[config.mk]
export PLATFORM = sky130hd
export DESIGN_NAME = gcd_cordic_cell
export DESIGN_NICKNAME = d
export VERILOG_FILES = /design/src/rtl/gcd_pkg.sv /design/src/rtl/gcd_cordic_cell.sv
export SDC_FILE = /design/constraint.sdc
export NUM_CORES = 1
export LEC_CHECK = 0
export BUFFER_PORTS_ARGS = -buffer_cell sky130_fd_sc_hd__buf_2
export CORE_MARGIN = 2
export CORE_UTILIZATION = 40
export DETAILED_ROUTE_END_ITERATION = 7
export PLACE_DENSITY = 0.65
export SLEW_MARGIN = 30
export SYNTH_ARGS = -nofsm -noshare
export SYNTH_HDL_FRONTEND = slang
export SYNTH_SLANG_ARGS = --single-unit
[constraint.sdc]
create_clock -name clock -period 7.2 [get_ports clock]
set_input_delay 1.44 -clock clock [delete_from_list [all_inputs] [get_ports clock]]
set_output_delay 1.44 -clock clock [all_outputs]
set_load 0.02 [all_outputs]
[src/rtl/gcd_pkg.sv]
// ----------------------------------------------------------------------------
// Great circle distance package
// Shared widths, fixed-point constants, the CORDIC step angle function and
// the quadrant code used by the distance pipeline.
// ----------------------------------------------------------------------------
package gcd_pkg;

   localparam int COORD_FRAC_BITS = 22;
   localparam int LAT_W           = 30;
   localparam int LON_W           = 31;
   localparam int RADIUS_W        = 24;
   localparam int DIST_W          = 33;

   localparam int CORDIC_STEPS = 40;
   localparam int SQRT_STEPS   = 32;
   localparam int ANG_W        = 44;   // CORDIC datapath word, Q40 signed
   localparam int RED_W        = 33;   // signed angle before range reduction
   localparam int UR_W         = 32;   // angle reduced into one full turn
   localparam int REM_W        = 30;   // remainder below a quarter turn
   localparam int RAD_W        = 41;   // quarter-turn remainder in radians Q40
   localparam int MAG_W        = 32;   // Q31 magnitude, at most one
   localparam int PROD_W       = 64;
   localparam int ROOT_W       = 32;
   localparam int RX100_W      = 31;
   localparam int HI_W         = 55;
   localparam int LO_W         = 52;

   localparam logic [63:0] PI_Q60         = 64'h3243F6A8885A308D;
   localparam logic [63:0] DEG_TO_RAD_Q38 = (PI_Q60 >> 22) / 64'd180;

   localparam logic [RED_W-1:0] FULL_PT   = RED_W'(64'd360 << COORD_FRAC_BITS);
   localparam logic [RED_W-1:0] FULL_HALF = RED_W'(64'd360 << (COORD_FRAC_BITS + 1));
   localparam logic [UR_W-1:0]  QTR_PT    = UR_W'(64'd90 << COORD_FRAC_BITS);
   localparam logic [UR_W-1:0]  QTR_HALF  = UR_W'(64'd90 << (COORD_FRAC_BITS + 1));

   localparam logic [63:0]       ONE_Q62      = 64'h4000_0000_0000_0000;
   localparam logic [MAG_W-1:0]  ONE_Q31      = 32'h8000_0000;
   localparam logic [DIST_W-1:0] DIST_MAX_CM  = 33'd5270000000;
   localparam logic [RADIUS_W-1:0] RADIUS_RESET = 24'd6371000;

   typedef logic signed [ANG_W-1:0] cordic_word_type;

   localparam cordic_word_type GAIN_INV_Q40 = 44'sd667681663043;

   typedef enum logic [1:0] {
      QUAD_FIRST,
      QUAD_SECOND,
      QUAD_THIRD,
      QUAD_FOURTH
   } quad_type;

   // Step angle atan(2^-step) in Q40. Beyond the first step it is the
   // alternating arctangent series summed in Q62, then rounded to Q40.
   function automatic cordic_word_type atan_q40(input int step);
      logic signed [63:0] sum;
      logic [63:0]        term;
      int                 s;
      sum = '0;
      if (step == 0) begin
         return cordic_word_type'(PI_Q60 >> 22);
      end
      for (int k = 0; k < 32; k++) begin
         s = step * (2 * k + 1);
         if (s <= 62) begin
            term = (64'd1 << (62 - s)) / 64'(2 * k + 1);
            if ((k & 1) != 0) begin
               sum = sum - $signed(term);
            end else begin
               sum = sum + $signed(term);
            end
         end
      end
      return cordic_word_type'((sum + 64'sd2097152) >>> 22);
   endfunction

endpackage

[src/rtl/gcd_cordic_cell.sv]
// ----------------------------------------------------------------------------
// CORDIC cell
// One micro-rotation of a pipelined CORDIC, in rotation or vectoring mode.
// ----------------------------------------------------------------------------
module gcd_cordic_cell import gcd_pkg::*; #(
   parameter int STEP      = 0,
   parameter bit VECTORING = 1'b0
) (
   input  logic            clock,
   input  logic            enable,
   input  cordic_word_type x_prev,
   input  cordic_word_type y_prev,
   input  cordic_word_type z_prev,
   output cordic_word_type x_cur,
   output cordic_word_type y_cur,
   output cordic_word_type z_cur
);

   localparam cordic_word_type ATAN = atan_q40(STEP);

   cordic_word_type x_ff, y_ff, z_ff;
   cordic_word_type x_in, y_in, z_in;
   cordic_word_type x_sh, y_sh;
   logic            turn_neg;

   always_comb begin
      x_sh = x_prev >>> STEP;
      y_sh = y_prev >>> STEP;
      // Rotation drives the residual angle to zero, vectoring drives y to zero.
      turn_neg = VECTORING ? y_prev[ANG_W-1] : ~z_prev[ANG_W-1];
      if (turn_neg) begin
         x_in = x_prev - y_sh;
         y_in = y_prev + x_sh;
         z_in = z_prev - ATAN;
      end else begin
         x_in = x_prev + y_sh;
         y_in = y_prev - x_sh;
         z_in = z_prev + ATAN;
      end
   end

   always_ff @(posedge clock) begin
      if (enable) begin
         x_ff <= x_in;
         y_ff <= y_in;
         z_ff <= z_in;
      end
   end

   assign x_cur = x_ff;
   assign y_cur = y_ff;
   assign z_cur = z_ff;

endmodule

==> flow_summary.json <==
{
  "place.gp.congestion": 0.9648,
  "cts_resized": 0,
  "row_count": 69,
  "final_common_cell": "buf_2",
  "fmax_mhz": 207.7,
  "arrival_ps": 4990,
  "via_count": 14080,
  "clk_path_buf_depth": 2,
  "dp.cells": 2381,
  "cts_tree": "yes",
  "final_cells": 2416,
  "drive_gt1_frac": 0.1773,
  "power_density_nw_per_um2": 198.6,
  "first_pass_iters": 6,
  "ys_warn_count": 0,
  "tns_ps": 0,
  "grt-ovfl-total": 0,
  "syn-cell-area_sq_um": 14530,
  "outcome": "completed",
  "ir_worst_vdd_uv": 168.9,
  "min_path_type": "in2reg",
  "crit_fanout": 38,
  "routed_wl_mm": 49.02,
  "antenna_found_initial": 1,
  "synth.area.top_cells": "edfxtp_1 (27%), ha_1 (16%), a21oi_1 (6.9%), xnor2_1 (5.7%), o21ai_0 (4.0%)",
  "dp_slack_ps": 1915,
  "drtIter0Drc": 1299,
  "slowest_delay_ps": 540,
  "synth.largest_area_cell": "edfxtp_1",
  "syn_inst": 1723,
  "netlist.area_leader.share": 0.2707,
  "seq_area_frac_synth": 0.2707,
  "final_util": 0.4689,
  "fp.dieW_microns": 194.6,
  "route.detailed.drc": 0,
  "post_cts_buffers": 0,
  "ioPinCount": 266,
  "rsz0062_at_grt": "no",
  "core-area_sq_um": 35660,
  "maxCapViolations": 0,
  "drv_slew": 0,
  "htree_levels": 4,
  "syn_to_final_growth_pct": 15.05,
  "syn-num-nets": 2047,
  "syn_avg_cell_area_sq_um": 8.434,
  "grt_pass1_vias": 13400,
  "synthArstFlopShare": 0,
  "worst_pin_slew_ps": 916.5,
  "worstSetupPathType": "in2reg",
  "cp_num_buf_inv": 2,
  "die_h_microns": 194.6,
  "synth_edf_count": 131,
  "clk_pin_slew_ps": 70,
  "relSlewSlack": 0.3890,
  "wire_per_inst_microns": 20.29,
  "gr-usage-met3": 0.04390,
  "crit_chain": "buf_4 -> inv_2 -> fa_1 -> a21oi_1 -> nor2_1 -> o31ai_1 -> a21oi_1 -> a311o_1 -> nand3_1 -> nand3_1 -> o41ai_1 -> o311ai_0",
  "p_leak_nw": 7.427,
  "synth_cell_types": 92,
  "io_buffer_count": 265,
  "cts.sinks": 131,
  "hpwl_mm": 38.92,
  "synthFlopType": "edfxtp_1",
  "setup_ws_ps": 2385,
  "initial_utilization": 0.4076,
  "period_share": 0.6688,
  "via_per_inst": 5.827,
  "grt_pass1_wl_mm": 74.84,
  "cp_top_family": "compound AO/OA/AOI/OAI gates",
  "met2_usage": 0.4130,
  "die-area_sq_um": 37870,
  "hold_viol_final": 0,
  "layout_common_cells": "buf_2 (263), a21oi_1 (200), ha_1 (186), nor2_1 (154), inv_1 (135)",
  "p_total_mw": 3.320,
  "synth_seq_cells": 131,
  "track_usage": 0.2514,
  "finalSetupViolations": 0,
  "cts_buffers": 17,
  "worst_ep_required_time_ps": 7380,
  "grt_max_degree": 88,
  "hold_start": "z_prev[0]",
  "startpoint_type": "primary input",
  "cp-end-kind": "flip-flop",
  "use_met1": 0.3353,
  "drtAntennaViolNets": 0,
  "slowest_stage": "o41ai_1",
  "fin_nets": 2263,
  "cts_root_buf": "clkbuf_16",
  "fin_crit_ps": 4815,
  "holdBufCountCts": 0,
  "cp-startpoint": "z_prev[43]",
  "busiest_layer": "met2"
}
[flip-flops by register name (all words and copies together), names as in the netlist]
| signal | count |
|---|---|
| x_cur | 44 |
| y_cur | 43 |
| z_cur | 44 |
[power breakdown]
part / internal, mW / switching [mW] / leakage (nW)
Clock: 0.511 / 0.385 / 0.274
Sequential: 1.02 / 0.0396 / 1.28
Combinational: 0.478 / 0.888 / 5.87
[per-layer routing]
layer	vias to the layer above	routed length (microns)
met2	645	22110
met1	6650	21730
met4	0	1370
met5	-	0
li1	6698	-
met3	85	3818
[cells in the mapped netlist (5+ instances only)]
| library cell | instances |
|---|---|
| a31oi_1 | 21 |
| a21oi_1 | 200 |
| buf_2 | 18 |
| clkbuf_1 | 41 |
| nor2_1 | 154 |
| nor3_1 | 26 |
| o31ai_1 | 15 |
| or2_2 | 7 |
| nand2_1 | 79 |
| o22ai_1 | 6 |
| or3_1 | 9 |
| nand4_1 | 20 |
| or4_1 | 6 |
| edfxtp_1 | 131 |
| a21boi_0 | 6 |
| nand3_1 | 32 |
| xor2_1 | 26 |
| o21a_1 | 16 |
| o41ai_1 | 5 |
| and3_1 | 16 |
| o21bai_1 | 33 |
| nand2b_1 | 24 |
| o21ai_0 | 117 |
| mux2i_1 | 18 |
| o211ai_1 | 23 |
| buf_1 | 5 |
| a21o_2 | 5 |
| nor4_1 | 11 |
| inv_1 | 135 |
| clkinv_1 | 7 |
| a311oi_1 | 8 |
| nor2b_1 | 30 |
| ha_1 | 186 |
| a21o_1 | 53 |
| o21ba_2 | 6 |
| xnor2_1 | 95 |
| and2_1 | 8 |
| a211oi_1 | 23 |
[cell families (layout without fill, tap and decap cells)]
kind of cell    after synthesis  after routing  share of synthesized area
compound gates              603            603                     0.2666
simple gates                442            442                     0.1485
buf+inv                     215            444                    0.06088
fa+ha+maj                   190            190                     0.1657
flops                       131            131                     0.2707
xor+xnor                    121            121                    0.07293
mux                          21             21                    0.01472
other cells                   0              3                          0
[per-stage QoR]
stage | cell area (sq um) | hold slack [ps]
final | 16720 | 1280
after global routing | 16710 | 1287
after CTS | 16710 | 1264
after detailed placement | 16130 | 1734
after global placement | 16130 | 1729
after floorplan | 14530 | 1553
[path summary, 6_finish.rpt]
kind   endpoint  slack, ps  depth (start not counted)
max   z_cur[40]       2380                         12
min    z_cur[0]       1280                          2
[layout make-up]
type / count / area (sq um)
inverter: 143 / 536.8
timing repair buffer: 269 / 1369
clock buffer: 17 / 425.4
multi-input combinational: 1377 / 9713
tap: 461 / 576.8
antenna: 3 / 7.507
clock inverter: 15 / 156.4
sequential: 131 / 3934
fill: 3559 / 18940
Power figures use the tool's default switching activity.
