**src/rtl/gcd_pkg.sv**
```systemverilog
// ----------------------------------------------------------------------------
// Great circle distance package
// Shared widths, fixed-point constants, the CORDIC step angle function and
// the quadrant code used by the distance pipeline.
// ----------------------------------------------------------------------------
package gcd_pkg;

   localparam int COORD_FRAC_BITS = 22;
   localparam int LAT_W           = 30;
   localparam int LON_W           = 31;
   localparam int RADIUS_W        = 24;
   localparam int DIST_W          = 33;

   localparam int CORDIC_STEPS = 40;
   localparam int SQRT_STEPS   = 32;
   localparam int ANG_W        = 44;   // CORDIC datapath word, Q40 signed
   localparam int RED_W        = 33;   // signed angle before range reduction
   localparam int UR_W         = 32;   // angle reduced into one full turn
   localparam int REM_W        = 30;   // remainder below a quarter turn
   localparam int RAD_W        = 41;   // quarter-turn remainder in radians Q40
   localparam int MAG_W        = 32;   // Q31 magnitude, at most one
   localparam int PROD_W       = 64;
   localparam int ROOT_W       = 32;
   localparam int RX100_W      = 31;
   localparam int HI_W         = 55;
   localparam int LO_W         = 52;

   localparam logic [63:0] PI_Q60         = 64'h3243F6A8885A308D;
   localparam logic [63:0] DEG_TO_RAD_Q38 = (PI_Q60 >> 22) / 64'd180;

   localparam logic [RED_W-1:0] FULL_PT   = RED_W'(64'd360 << COORD_FRAC_BITS);
   localparam logic [RED_W-1:0] FULL_HALF = RED_W'(64'd360 << (COORD_FRAC_BITS + 1));
   localparam logic [UR_W-1:0]  QTR_PT    = UR_W'(64'd90 << COORD_FRAC_BITS);
   localparam logic [UR_W-1:0]  QTR_HALF  = UR_W'(64'd90 << (COORD_FRAC_BITS + 1));

   localparam logic [63:0]       ONE_Q62      = 64'h4000_0000_0000_0000;
   localparam logic [MAG_W-1:0]  ONE_Q31      = 32'h8000_0000;
   localparam logic [DIST_W-1:0] DIST_MAX_CM  = 33'd5270000000;
   localparam logic [RADIUS_W-1:0] RADIUS_RESET = 24'd6371000;

   typedef logic signed [ANG_W-1:0] cordic_word_type;

   localparam cordic_word_type GAIN_INV_Q40 = 44'sd667681663043;

   typedef enum logic [1:0] {
      QUAD_FIRST,
      QUAD_SECOND,
      QUAD_THIRD,
      QUAD_FOURTH
   } quad_type;

   // Step angle atan(2^-step) in Q40. Beyond the first step it is the
   // alternating arctangent series summed in Q62, then rounded to Q40.
   function automatic cordic_word_type atan_q40(input int step);
      logic signed [63:0] sum;
      logic [63:0]        term;
      int                 s;
      sum = '0;
      if (step == 0) begin
         return cordic_word_type'(PI_Q60 >> 22);
      end
      for (int k = 0; k < 32; k++) begin
         s = step * (2 * k + 1);
         if (s <= 62) begin
            term = (64'd1 << (62 - s)) / 64'(2 * k + 1);
            if ((k & 1) != 0) begin
               sum = sum - $signed(term);
            end else begin
               sum = sum + $signed(term);
            end
         end
      end
      return cordic_word_type'((sum + 64'sd2097152) >>> 22);
   endfunction

endpackage

```
**src/rtl/gcd_sqrt_cell.sv**
```systemverilog
// ----------------------------------------------------------------------------
// Square root cell
// One bit-pair step of a pipelined restoring integer square root.
// ----------------------------------------------------------------------------
module gcd_sqrt_cell import gcd_pkg::*; #(
   parameter int STEP = 0
) (
   input  logic        clock,
   input  logic        enable,
   input  logic [63:0] rem_prev,
   input  logic [63:0] root_prev,
   output logic [63:0] rem_cur,
   output logic [63:0] root_cur
);

   localparam logic [63:0] PLACE = 64'd1 << (62 - 2 * STEP);

   logic [63:0] rem_ff, root_ff;
   logic [63:0] rem_in, root_in;
   logic [63:0] trial;

   always_comb begin
      trial = root_prev + PLACE;
      if (rem_prev >= trial) begin
         rem_in  = rem_prev - trial;
         root_in = (root_prev >> 1) + PLACE;
      end else begin
         rem_in  = rem_prev;
         root_in = root_prev >> 1;
      end
   end

   always_ff @(posedge clock) begin
      if (enable) begin
         rem_ff  <= rem_in;
         root_ff <= root_in;
      end
   end

   assign rem_cur  = rem_ff;
   assign root_cur = root_ff;

endmodule
```
**config.mk**
```make
export PLATFORM = sky130hd
export DESIGN_NAME = gcd_sqrt_cell
export DESIGN_NICKNAME = d
export VERILOG_FILES = /design/src/rtl/gcd_pkg.sv /design/src/rtl/gcd_sqrt_cell.sv
export SDC_FILE = /design/constraint.sdc
export NUM_CORES = 1
export LEC_CHECK = 0
export BUFFER_PORTS_ARGS = -buffer_cell sky130_fd_sc_hd__buf_2
export CORE_MARGIN = 5
export CORE_UTILIZATION = 40
export CTS_BUF_LIST = sky130_fd_sc_hd__clkbuf_8
export CTS_CLUSTER_DIAMETER = 120
export DETAILED_ROUTE_END_ITERATION = 10
export GPL_TIMING_DRIVEN = 0
export PLACE_DENSITY = 0.67
export SLEW_MARGIN = 20
export SYNTH_ARGS = -nofsm -noshare
export SYNTH_HDL_FRONTEND = slang
export SYNTH_SLANG_ARGS = --single-unit
```
**constraint.sdc**
```tcl
create_clock -name clock -period 3.3 [get_ports clock]
set_clock_uncertainty 0.2 [all_clocks]
set_input_delay 0.165 -clock clock [delete_from_list [all_inputs] [get_ports clock]]
set_output_delay 0.165 -clock clock [all_outputs]
set_load 0.01 [all_outputs]
```
==> impl_metrics.env <==
export IMPL_stdcell_area_sq_mm=0.0123
export IMPL_rows=53
export IMPL_diodes=0
export IMPL_grt_use_total_pct=21.1
export IMPL_layout_common_cells="263 x buf_2, 130 x dlygate4sd3_1, 128 x edfxtp_1"
export IMPL_ios=258
export IMPL_gp_congestion=0.880
export IMPL_p_sw_mw=1.71
export IMPL_drv_slew=0
export IMPL_power_frac_comb_pct=32.1
export IMPL_antenna_found_initial=0
export IMPL_floorplan_initialDensity_pct=40.8
export IMPL_hpwl_um=19500
export IMPL_vdd_drop_max_mv=0.226
export IMPL_die_area_sq_mm=0.0246
export IMPL_setup_slack_ps=60.0
export IMPL_first_iter_violations=463
export IMPL_fp_dieW_um=157
export IMPL_dr_pass1_iters=5
export IMPL_syn_instance_count=885
export IMPL_hold_start="rem_prev[15]"
export IMPL_synth_seq_cells=128
export IMPL_fin_util_pct=58.1
export IMPL_grt_ovfl_total=0
export IMPL_worstPathRequired_ps=3310
export IMPL_worst_slew_pin_slew_ps=748
export IMPL_cts_sinks=128
export IMPL_setup_viol=0
export IMPL_synth_async_sr_flop_share_pct=0
export IMPL_p_int_mw=3.59
export IMPL_routed_wl_um=26700
export IMPL_synth_cell_area_sq_mm=0.00861
export IMPL_numCtsBuffers=17
export IMPL_grt_max_degree=77
export IMPL_fp_dieH_um=157
export IMPL_cts_root_buffer="clkbuf_8"
export IMPL_yosysSeqAreaShare_pct=44.6
export IMPL_timing_hold_ws_ps=138
export IMPL_area_growth_pct=42.3
export IMPL_p_leak_nw=5.55
export IMPL_htreeDepth=4
export IMPL_hold_violations=0
export IMPL_holdPathEnd="rem_cur[15]"
export IMPL_power_frac_seq_pct=39.1
export IMPL_grt_first_pass_wirelength_um=41700
export IMPL_rsz0062_at_grt="true"
export IMPL_status="finished, final reports clean"
export IMPL_post_route_min_period_ps=3240
export IMPL_hold_depth=4
export IMPL_finalCritPeriodShare_pct=98.2
export IMPL_drc=0
export IMPL_hp_class="primary input to register"
export IMPL_via_per_inst=5.17
export IMPL_crit_path_end_kind="register"
export IMPL_cts_tree="done"
export IMPL_startpoint_type="primary input"
export IMPL_nFillCells=1844
export IMPL_final_antenna_net_count=0
export IMPL_setup_tns_final_ps=0
export IMPL_powerDensity_mw_per_mm2=433
export IMPL_synth_ff_type="edfxtp_1"
export IMPL_cp_max_fo=7
export IMPL_core_area_sq_mm=0.0211
export IMPL_synth_nets=1080
export IMPL_layout_commonest_cell="buf_2"
export IMPL_portBuffers=257
export IMPL_critical_path_class="primary input to register"
export IMPL_layout_nets=1490
export IMPL_cts_buffer_depth=2
export IMPL_max_clock_freq_ghz=0.309
export IMPL_power_frac_clock_pct=28.8
export IMPL_relSlewSlack_pct=49.6
export IMPL_avgSynthCellArea_sq_um=9.73
export IMPL_worstPathArrival_ps=3250
export IMPL_dp_slack_ps=-993
export IMPL_synth_enable_flop_cells=128
export IMPL_switching_share_pct=32.2
export IMPL_vias=8181
export IMPL_yosysWarnings=0
export IMPL_cts_clk_slew_worst_paths_ps=90
export IMPL_yosysUniqueCellTypes=58
export IMPL_place_area_sq_mm=0.0103
export IMPL_maxCapViolations=0
export IMPL_wl_per_cell_um=16.9
export IMPL_grt_pass1_vias=8158
export IMPL_drive_above_1_share_pct=27.0
## area by class of cell
| cell class | count | area [sq um] | share of cell area [%] |
|---|---|---|---|
| inverters | 78 | 293 | 2.39 |
| clock buffers | 17 | 234 | 1.91 |
| plain buffers | 34 | 154 | 1.26 |
| clock inverters | 15 | 196 | 1.60 |
| repair buffers | 394 | 2670 | 21.8 |
| multi-input cells | 642 | 4520 | 36.9 |
| well taps | 275 | 344 | 2.81 |
| flip-flops and latches | 128 | 3840 | 31.4 |
## Yosys cell counts, types with 11 or more instances
master	number	area, sq um
xor2_1	20	175
edfxtp_1	128	3840
nand2_1	52	195
inv_1	78	293
clkbuf_1	25	93.8
nand4_1	18	113
and3_1	13	81.3
nand3_1	14	70.1
o21bai_1	11	82.6
xnor2_1	36	315
ha_1	64	801
nor2_1	82	308
a21o_1	49	368
nor3_1	11	55.1
a21oi_1	111	556
o21ai_0	40	200
buf_2	11	55.1
## power by group through the flow
stage	clock network [mW]	logic, mW	registers (mW)
6_report	1.53	1.70	2.07
5_1_grt	1.63	1.87	2.09
4_1_cts	1.55	1.65	2.07
3_5_place_dp	0	1.50	2.11
3_3_place_gp	0	1.48	2.11
2_1_floorplan	0	0.834	2.22
## per-layer routing
metal / share of wire, % / wire length, um / vias to the layer above / track usage [%]
li1: - / - / 4053 / -
met1: 44 / 11800 / 3848 / 28.1
met2: 48 / 12800 / 258 / 35.5
met3: 6.9 / 1850 / 22 / 4.40
met4: 1.0 / 274 / 0 / 4.92
met5: 0 / 0 / - / 0
## cells by family (layout without fill, tap and decap cells)
family                   after synthesis  in the layout  synth area share [%]
multiplexers                          15             15                  1.95
AND/OR/NAND/NOR                      234            234                  13.2
AO/OA/AOI/OAI                        272            272                  19.8
adder cells (fa/ha/maj)               65             65                  9.53
flip-flops                           128            128                  44.6
buffers and inverters                115            538                  5.19
XOR/XNOR                              56             56                  5.70
## flip-flops by register name (all words and copies together) (netlist names)
| signal | flops |
|---|---|
| rem_cur | 64 |
| root_cur | 64 |
## per-stage QoR
stage / power [mW] / cells
2_1_floorplan: 3.05 / 885
3_3_place_gp: 3.59 / 1417
3_5_place_dp: 3.61 / 1418
4_1_cts: 5.27 / 1582
5_1_grt: 5.59 / 1583
6_report: 5.30 / 1583
## critical path: stages
cell	delay, ps
buf_2	90
inv_1	50
ha_4	320
and2_4	160
nand3_2	120
or3_4	380
a41o_1	270
nor3_2	230
o21ai_2	120
o41ai_4	490
buf_4	200
or4b_1	440
a21oi_1	130
nor3_1	70
## how the worst max path moves through the flow
stage | start | endpoint | slack, ps | cells past startpoint
after floorplan | root_prev[16] | rem_cur[60] | 80 | 12
after global placement | root_prev[3] | rem_cur[60] | -1030 | 13
after detailed placement | root_prev[16] | rem_cur[23] | -990 | 13
after CTS | root_prev[52] | rem_cur[61] | 20 | 16
after global routing | rem_prev[0] | rem_cur[60] | -80 | 15
final | root_prev[16] | rem_cur[60] | 60 | 14
## what timing repair did
item                                    4_1_cts  5_1_grt
buffers inserted                              2        4
hold buffers                                130        0
endpoints found under the setup margin       66       65
hold endpoints to repair                    163        0
pin swaps                                     1        5
resized for setup                            11       35
Power figures use the tool's default switching activity.
